===== config.mk =====
export PLATFORM = sky130hd
export DESIGN_NAME = bit_slice_alu_4bit
export DESIGN_NICKNAME = d
export VERILOG_FILES = /design/src/rtl/bsa_pkg.sv /design/src/rtl/bit_slice_alu_4bit.sv
export SDC_FILE = /design/constraint.sdc
export NUM_CORES = 1
export LEC_CHECK = 0
export BUFFER_PORTS_ARGS = -buffer_cell sky130_fd_sc_hd__buf_2
export CAP_MARGIN = 20
export CORE_MARGIN = 4
export CORE_UTILIZATION = 50
export CTS_CLUSTER_DIAMETER = 120
export CTS_CLUSTER_SIZE = 24
export DETAILED_ROUTE_END_ITERATION = 6
export PLACE_DENSITY = 0.74
export SYNTH_ARGS = -nofsm -noshare
export SYNTH_HDL_FRONTEND = slang
export SYNTH_SLANG_ARGS = --single-unit

===== constraint.sdc =====
create_clock -name clk -period 5.4 [get_ports clk]
set_clock_uncertainty 0.1 [all_clocks]
set_input_delay 0.81 -clock clk [delete_from_list [all_inputs] [get_ports clk]]
set_output_delay 0.81 -clock clk [all_outputs]
set_load 0.1 [all_outputs]

===== src/rtl/bsa_pkg.sv =====
// Package: item layout, microinstruction codes and the ALU function of the bit-slice ALU.
`timescale 1ns / 1ps
`default_nettype none
package bsa_pkg;

    localparam int NIB_W     = 4;
    localparam int RF_DEPTH  = 16;
    localparam int RF_ADDR_W = 4;
    localparam int IN_W      = 32;
    localparam int OUT_W     = 8;

    typedef logic [NIB_W-1:0] nib_t;

    typedef enum logic [2:0] {
        SRC_AQ = 3'd0,
        SRC_AB = 3'd1,
        SRC_ZQ = 3'd2,
        SRC_ZB = 3'd3,
        SRC_ZA = 3'd4,
        SRC_DA = 3'd5,
        SRC_DQ = 3'd6,
        SRC_DZ = 3'd7
    } src_t;

    typedef enum logic [2:0] {
        FN_ADD  = 3'd0,
        FN_SUBR = 3'd1,
        FN_SUBS = 3'd2,
        FN_OR   = 3'd3,
        FN_AND  = 3'd4,
        FN_NOTRS = 3'd5,
        FN_XOR  = 3'd6,
        FN_XNOR = 3'd7
    } fn_t;

    typedef enum logic [2:0] {
        DST_QREG = 3'd0,
        DST_NOP  = 3'd1,
        DST_RAMA = 3'd2,
        DST_RAMF = 3'd3,
        DST_RAMQD = 3'd4,
        DST_RAMD = 3'd5,
        DST_RAMQU = 3'd6,
        DST_RAMU = 3'd7
    } dst_t;

    typedef struct packed {
        dst_t dst;
        fn_t  fn;
        src_t src;
    } cmd_t;

    // Input item as packed in s_tdata, lowest field in the lowest bits.
    typedef struct packed {
        logic [4:0] pad;
        logic       output_disable;
        logic       ram_shift_in_low;
        logic       q_shift_in_low;
        logic       ram_shift_in_high;
        logic       q_shift_in_high;
        logic       carry_in;
        cmd_t       command;
        nib_t       direct_data;
        nib_t       addr_b;
        nib_t       addr_a;
    } in_item_t;

    function automatic nib_t alu_f(input fn_t fn, input nib_t r, input nib_t s,
                                   input logic cin);
        logic [NIB_W:0] sum;
        nib_t           f;
        sum = '0;
        case (fn)
            FN_ADD:   sum = {1'b0, r} + {1'b0, s} + {{NIB_W{1'b0}}, cin};
            FN_SUBR:  sum = {1'b0, s} + {1'b0, ~r} + {{NIB_W{1'b0}}, cin};
            FN_SUBS:  sum = {1'b0, r} + {1'b0, ~s} + {{NIB_W{1'b0}}, cin};
            default:  sum = '0;
        endcase
        case (fn)
            FN_ADD, FN_SUBR, FN_SUBS: f = sum[NIB_W-1:0];
            FN_OR:    f = r | s;
            FN_AND:   f = r & s;
            FN_NOTRS: f = ~r & s;
            FN_XOR:   f = r ^ s;
            FN_XNOR:  f = ~(r ^ s);
            default:  f = '0;
        endcase
        return f;
    endfunction

endpackage
`default_nettype wire


===== src/rtl/bit_slice_alu_4bit.sv =====
// Top level: 4-bit bit-slice ALU with a sixteen-word register file and a Q register.
//
// The block takes one microinstruction item per clock while its output flows, and returns one
// result item for each, in order. A result passes from the execute register into the output
// register before it is presented on m_tdata. The execute register advances whenever the
// output register is empty or being taken. The register file sits in a synchronous memory
// with two read ports and one write port. Operands are read in the accept cycle, and the
// result is written back when its item leaves the execute register. A read of the entry that
// is being written in that same cycle takes the write data through a forward path. Entries that
// were never written read as their own address. The result waits in an output register, so a
// new item is taken while an earlier result is not yet taken.
`timescale 1ns / 1ps
`default_nettype none
module bit_slice_alu_4bit (
    input  wire logic                     clk,
    input  wire logic                     rst_n,
    input  wire logic                     s_tvalid,
    output logic                          s_tready,
    // addr_a, addr_b, direct_data, command, carry_in, q_shift_in_high,
    // ram_shift_in_high, q_shift_in_low, ram_shift_in_low, output_disable, zero fill
    input  wire logic [bsa_pkg::IN_W-1:0] s_tdata,
    output logic                          m_tvalid,
    input  wire logic                     m_tready,
    // y_value, y_driven, zero fill
    output logic [bsa_pkg::OUT_W-1:0]     m_tdata
);
    import bsa_pkg::*;

    in_item_t              in_item;
    logic                  s_acc;
    logic                  s1_go;

    logic                  s1_valid_reg;
    in_item_t              s1_item_reg;

    nib_t                  rf_mem [RF_DEPTH];
    logic [RF_DEPTH-1:0]   rf_valid_reg;
    nib_t                  rd_a_reg;
    nib_t                  rd_b_reg;
    logic                  ok_a_reg;
    logic                  ok_b_reg;
    logic                  fwd_a_reg;
    logic                  fwd_b_reg;
    nib_t                  fwd_data_reg;

    nib_t                  q_reg;
    nib_t                  q_next;
    logic                  wr_en;
    nib_t                  wr_data;

    nib_t                  ra;
    nib_t                  rb;
    nib_t                  op_r;
    nib_t                  op_s;
    nib_t                  f_val;
    nib_t                  y_val;

    logic                  m_tvalid_reg;
    nib_t                  y_value_reg;
    logic                  y_driven_reg;

    assign in_item  = in_item_t'(s_tdata);
    assign s1_go    = s1_valid_reg && (!m_tvalid_reg || m_tready);
    assign s_tready = !s1_valid_reg || s1_go;
    assign s_acc    = s_tvalid && s_tready;

    // Forward the write of this cycle, then memory data, then the reset value.
    always_comb
    begin
        if (fwd_a_reg)
            ra = fwd_data_reg;
        else if (ok_a_reg)
            ra = rd_a_reg;
        else
            ra = s1_item_reg.addr_a;
        if (fwd_b_reg)
            rb = fwd_data_reg;
        else if (ok_b_reg)
            rb = rd_b_reg;
        else
            rb = s1_item_reg.addr_b;
    end

    always_comb
    begin
        case (s1_item_reg.command.src)
            SRC_AQ:  begin op_r = ra;                      op_s = q_reg; end
            SRC_AB:  begin op_r = ra;                      op_s = rb;    end
            SRC_ZQ:  begin op_r = '0;                      op_s = q_reg; end
            SRC_ZB:  begin op_r = '0;                      op_s = rb;    end
            SRC_ZA:  begin op_r = '0;                      op_s = ra;    end
            SRC_DA:  begin op_r = s1_item_reg.direct_data; op_s = ra;    end
            SRC_DQ:  begin op_r = s1_item_reg.direct_data; op_s = q_reg; end
            default: begin op_r = s1_item_reg.direct_data; op_s = '0;    end
        endcase
    end

    assign f_val = alu_f(s1_item_reg.command.fn, op_r, op_s, s1_item_reg.carry_in);
    assign y_val = (s1_item_reg.command.dst == DST_RAMA) ? ra : f_val;

    always_comb
    begin
        q_next  = q_reg;
        wr_en   = 1'b0;
        wr_data = f_val;
        case (s1_item_reg.command.dst)
            DST_QREG:  q_next = f_val;
            DST_NOP:   q_next = q_reg;
            DST_RAMA,
            DST_RAMF:  wr_en = 1'b1;
            DST_RAMQD:
            begin
                q_next  = {s1_item_reg.q_shift_in_high, q_reg[NIB_W-1:1]};
                wr_en   = 1'b1;
                wr_data = {s1_item_reg.ram_shift_in_high, f_val[NIB_W-1:1]};
            end
            DST_RAMD:
            begin
                wr_en   = 1'b1;
                wr_data = {s1_item_reg.ram_shift_in_high, f_val[NIB_W-1:1]};
            end
            DST_RAMQU:
            begin
                q_next  = {q_reg[NIB_W-2:0], s1_item_reg.q_shift_in_low};
                wr_en   = 1'b1;
                wr_data = {f_val[NIB_W-2:0], s1_item_reg.ram_shift_in_low};
            end
            default:
            begin
                wr_en   = 1'b1;
                wr_data = {f_val[NIB_W-2:0], s1_item_reg.ram_shift_in_low};
            end
        endcase
        if (!s1_go)
        begin
            q_next = q_reg;
            wr_en  = 1'b0;
        end
    end

    // Register file memory: one write port, two registered read ports.
    always_ff @(posedge clk)
    begin
        if (wr_en)
            rf_mem[s1_item_reg.addr_b] <= wr_data;
        if (s_acc)
        begin
            rd_a_reg <= rf_mem[in_item.addr_a];
            rd_b_reg <= rf_mem[in_item.addr_b];
        end
    end

    always_ff @(posedge clk)
    begin
        if (s_acc)
        begin
            s1_item_reg  <= in_item;
            fwd_data_reg <= wr_data;
        end
        if (s1_go)
        begin
            y_value_reg  <= s1_item_reg.output_disable ? '0 : y_val;
            y_driven_reg <= !s1_item_reg.output_disable;
        end
    end

    always_ff @(posedge clk or negedge rst_n)
    begin
        if (!rst_n)
        begin
            s1_valid_reg <= 1'b0;
            m_tvalid_reg <= 1'b0;
            rf_valid_reg <= '0;
            q_reg        <= '1;
            ok_a_reg     <= 1'b0;
            ok_b_reg     <= 1'b0;
            fwd_a_reg    <= 1'b0;
            fwd_b_reg    <= 1'b0;
        end
        else
        begin
            q_reg <= q_next;
            if (wr_en)
                rf_valid_reg[s1_item_reg.addr_b] <= 1'b1;
            if (s_acc)
            begin
                ok_a_reg  <= rf_valid_reg[in_item.addr_a];
                ok_b_reg  <= rf_valid_reg[in_item.addr_b];
                fwd_a_reg <= wr_en && (s1_item_reg.addr_b == in_item.addr_a);
                fwd_b_reg <= wr_en && (s1_item_reg.addr_b == in_item.addr_b);
            end
            if (s_acc)
                s1_valid_reg <= 1'b1;
            else if (s1_go)
                s1_valid_reg <= 1'b0;
            if (s1_go)
                m_tvalid_reg <= 1'b1;
            else if (m_tready)
                m_tvalid_reg <= 1'b0;
        end
    end

    assign m_tvalid = m_tvalid_reg;
    assign m_tdata  = {{(OUT_W - NIB_W - 1){1'b0}}, y_driven_reg, y_value_reg};

    a_stall_only_when_full: assert property (@(posedge clk) disable iff (!rst_n)
        !s_tready |-> (s1_valid_reg && m_tvalid_reg && !m_tready))
        else $error("input stalled with room in the pipeline");

    a_accept_fills_stage: assert property (@(posedge clk) disable iff (!rst_n)
        s_acc |=> s1_valid_reg)
        else $error("accepted item did not reach the execute stage");

    a_forward_needs_write: assert property (@(posedge clk) disable iff (!rst_n)
        s_acc && wr_en && (s1_item_reg.addr_b == in_item.addr_a) |=> fwd_a_reg)
        else $error("read of entry under write missed the forward");

    a_disabled_reads_zero: assert property (@(posedge clk) disable iff (!rst_n)
        (m_tvalid && !m_tdata[NIB_W]) |-> (m_tdata[NIB_W-1:0] == '0))
        else $error("undriven Y carries a nonzero value");

endmodule
`default_nettype wire

==> flow_metrics.env <==
export IMPL_regToRegSetupSlack_ns=1.36
export IMPL_antenna_cells=0
export IMPL_max_freq_ghz=0.2473
export IMPL_pwr_density_cell_mw_per_mm2=385.4
export IMPL_cts_buffers=17
export IMPL_htreeDepth=4
export IMPL_synth_cell_types=64
export IMPL_nets=560
export IMPL_dp_cells=662
export IMPL_cp_cell_sequence="or3b_1, nand2b_1, nand3_1, inv_1, fa_1, fa_1, nor3_1, nor3_1, o311ai_0, buf_4, nand3_1, o221ai_1, buf_4"
export IMPL_crit_end="rf_mem[3][2]"
export IMPL_peakVddDrop_mv=0.5274
export IMPL_rows=42
export IMPL_period_minus_slack_ns=4.043
export IMPL_hold_path_class="in -> async"
export IMPL_seq_area_mm2=0.003899
export IMPL_startpoint="fwd_a_reg"
export IMPL_worstSetupStartpointType="flip-flop"
export IMPL_final_common_cell="edfxtp_1"
export IMPL_synthTopCellsByArea="edfxtp_1 (46%), mux4_2 (16%), dfrtp_1 (7.9%)"
export IMPL_grt_max_degree=32
export IMPL_dr_pass1_iters=5
export IMPL_n_fill_cell=998
export IMPL_dp_hpwl_mm=10.65
export IMPL_crit_arrival_ns=4.19
export IMPL_critical_path_class="reg -> reg"
export IMPL_period_share=0.7487
export IMPL_ant_nets=0
export IMPL_slowest_stage="dfrtp_1"
export IMPL_max_slew_margin_rel=0.2896
export IMPL_wl_per_cell_um=22.15
export IMPL_clock_latency_ns=0.41
export IMPL_grt_pass1_vias=4426
export IMPL_clock_root_buffer="clkbuf_16"
export IMPL_area_growth_syn_to_layout_pct=12.48
export IMPL_port_buffers=37
export IMPL_ys_seq_area_frac=0.5563
export IMPL_coreArea_mm2=0.01351
export IMPL_multiInputGateArea_mm2=0.002907
export IMPL_postCtsSetupRepairBufs=0
export IMPL_clkSinkCount=134
export IMPL_die_y_um=126.4
export IMPL_syn_inst=472
export IMPL_hold_buffers=0
export IMPL_final_max_slew_viol_count=0
export IMPL_r2r_cells=13
export IMPL_die_w_um=126.4
export IMPL_start_util=0.5189
export IMPL_final_cell_mix="edfxtp_1 (108), mux4_2 (50), buf_2 (37), nor2_1 (25), dfrtp_1 (22)"
export IMPL_cts_resized=0
export IMPL_vias_per_cell=6.277
export IMPL_grt_pass1_wl_mm=24.05
export IMPL_max_slew_worst_pin_slew_ns=1.057
export IMPL_clk_pin_slew_worst_paths_ns=0.06
export IMPL_synth_top_area_share=0.4628
export IMPL_synth_top_area_cell="edfxtp_1"
export IMPL_grt_ovfl_total=0
export IMPL_critPathRequiredTime_ns=5.55
export IMPL_ys_ff_latch=134
export IMPL_cap_violations=0
export IMPL_dr_total_vias=4369
export IMPL_drc=0
export IMPL_setup_tns_ns=0
export IMPL_rr_endpoint="rf_mem[3][2]"
export IMPL_antenna_found_initial=0
export IMPL_cp_slowest_stage_delay_ns=0.54
export IMPL_hold_viol_final=0
export IMPL_synth_edf_count=108
export IMPL_clockBufferDepth=2
export IMPL_die_area_mm2=0.01597
export IMPL_io_pins=46
export IMPL_rsz0062_at_grt="no"
export IMPL_synth_warnings=0
export IMPL_grt_usage=0.1975
export IMPL_cts_tree="done"
export IMPL_status="finished, final reports clean"
export IMPL_setup_viol=0
export IMPL_r2r_start="fwd_a_reg"
export IMPL_final_layout_size_suffix_gt1_frac=0.3058
export IMPL_largest_reg_flops=64
export IMPL_syn_area_mm2=0.007008
export IMPL_end_kind="flip-flop"
export IMPL_p_leak_uw=0.002823
export IMPL_drtIter0Drc=504
export IMPL_synth_avg_cell_area_um2=14.85
export IMPL_totalWireLength_mm=15.41
export IMPL_ys_async_sr_fraction=0.1940
export IMPL_routabilityCongestion=0.9227
export IMPL_finalNonFillerCells=696
export IMPL_ys_flop_type="edfxtp_1"
export IMPL_critPathMaxFanout=14
[metrics by stage]
step	utilization	power [µW]	hold slack, ns	setup WS (ns)	area, µm²
6_report	0.5837	3038	0.3081	1.357	7883
5_1_grt	0.5837	3179	0.3386	1.137	7883
4_1_cts	0.5825	3050	0.3145	0.8776	7868
3_3_place_gp	0.5414	1939	0.3679	1.093	7312
3_5_place_dp	0.5414	1969	0.3790	0.8903	7312
2_1_floorplan	-	1803	0.3515	1.453	7015
[Yosys cell counts, types with 4 or more instances]
master and count:
edfxtp_1 108, mux4_2 50, nor2_1 25, dfrtp_1 22
nand2_1 20, inv_1 19, or2_2 16, nand2b_1 15
a21oi_1 12, ha_1 11, nand3_1 10, clkbuf_1 9
mux2i_1 9, xor2_1 9, buf_1 8, nor2b_1 8
nor3_1 8, o21ai_0 8, a22o_1 6, buf_2 6
buf_4 6, fa_1 6, a211oi_1 5, mux2_2 5
nand3b_1 5, a32o_1 4, dfstp_2 4
[layer usage]
| metal | GRT usage | routed length [µm] | vias to the layer above |
|---|---|---|---|
| met5 | 0 | 0 | - |
| met4 | 0.05489 | 202 | 0 |
| met3 | 0.04918 | 902 | 27 |
| met2 | 0.3303 | 7952 | 182 |
| met1 | 0.2591 | 6357 | 2236 |
| li1 | - | - | 1924 |
[worst min-delay path by stage]
stage / from / end / slack, ns
6_report: rst_n / fwd_b_reg / 0.31
5_1_grt: rst_n / m_tvalid / 0.34
4_1_cts: rst_n / m_tvalid / 0.31
3_5_place_dp: rf_valid_reg[8] / rf_valid_reg[8] / 0.38
3_3_place_gp: rf_valid_reg[2] / rf_valid_reg[2] / 0.37
2_1_floorplan: rf_valid_reg[10] / rf_valid_reg[10] / 0.35
[critical path, delay by kind of cell (launching register included)]
family / cells / cell delay (ns)
AO/OA/AOI/OAI: 2 / 0.57
AND/OR/NAND/NOR: 6 / 1.17
adder cells (fa/ha/maj): 2 / 0.85
buffers and inverters: 3 / 0.66
flip-flops: 1 / 0.54
[power breakdown]
part           switching [µW]  internal [µW]  total [µW]
logic                     347            268         615
registers                85.8           1260        1340
clock network             446            636        1080
total                     879           2160        3040
[layout make-up]
type                            instances  area share
Sequential cell                       134      0.4946
Multi-Input combinational cell        292      0.3687
Tap cell                              176     0.02794
Inverter                               19    0.009048
Clock buffer                           18     0.05444
Clock inverter                         14     0.01603
Timing Repair Buffer                   43     0.02921
[cells by family after synthesis]
family,count (synthesis),share of synthesized area
multiplexers,64,0.1816
flip-flops,134,0.5563
adder cells (fa/ha/maj),17,0.03678
AO/OA/AOI/OAI,72,0.08409
AND/OR/NAND/NOR,125,0.09695
other,1,0.0005351
XOR/XNOR,11,0.01375
buffers and inverters,48,0.02999
Note: power is estimated with default switching activity, not from simulation.
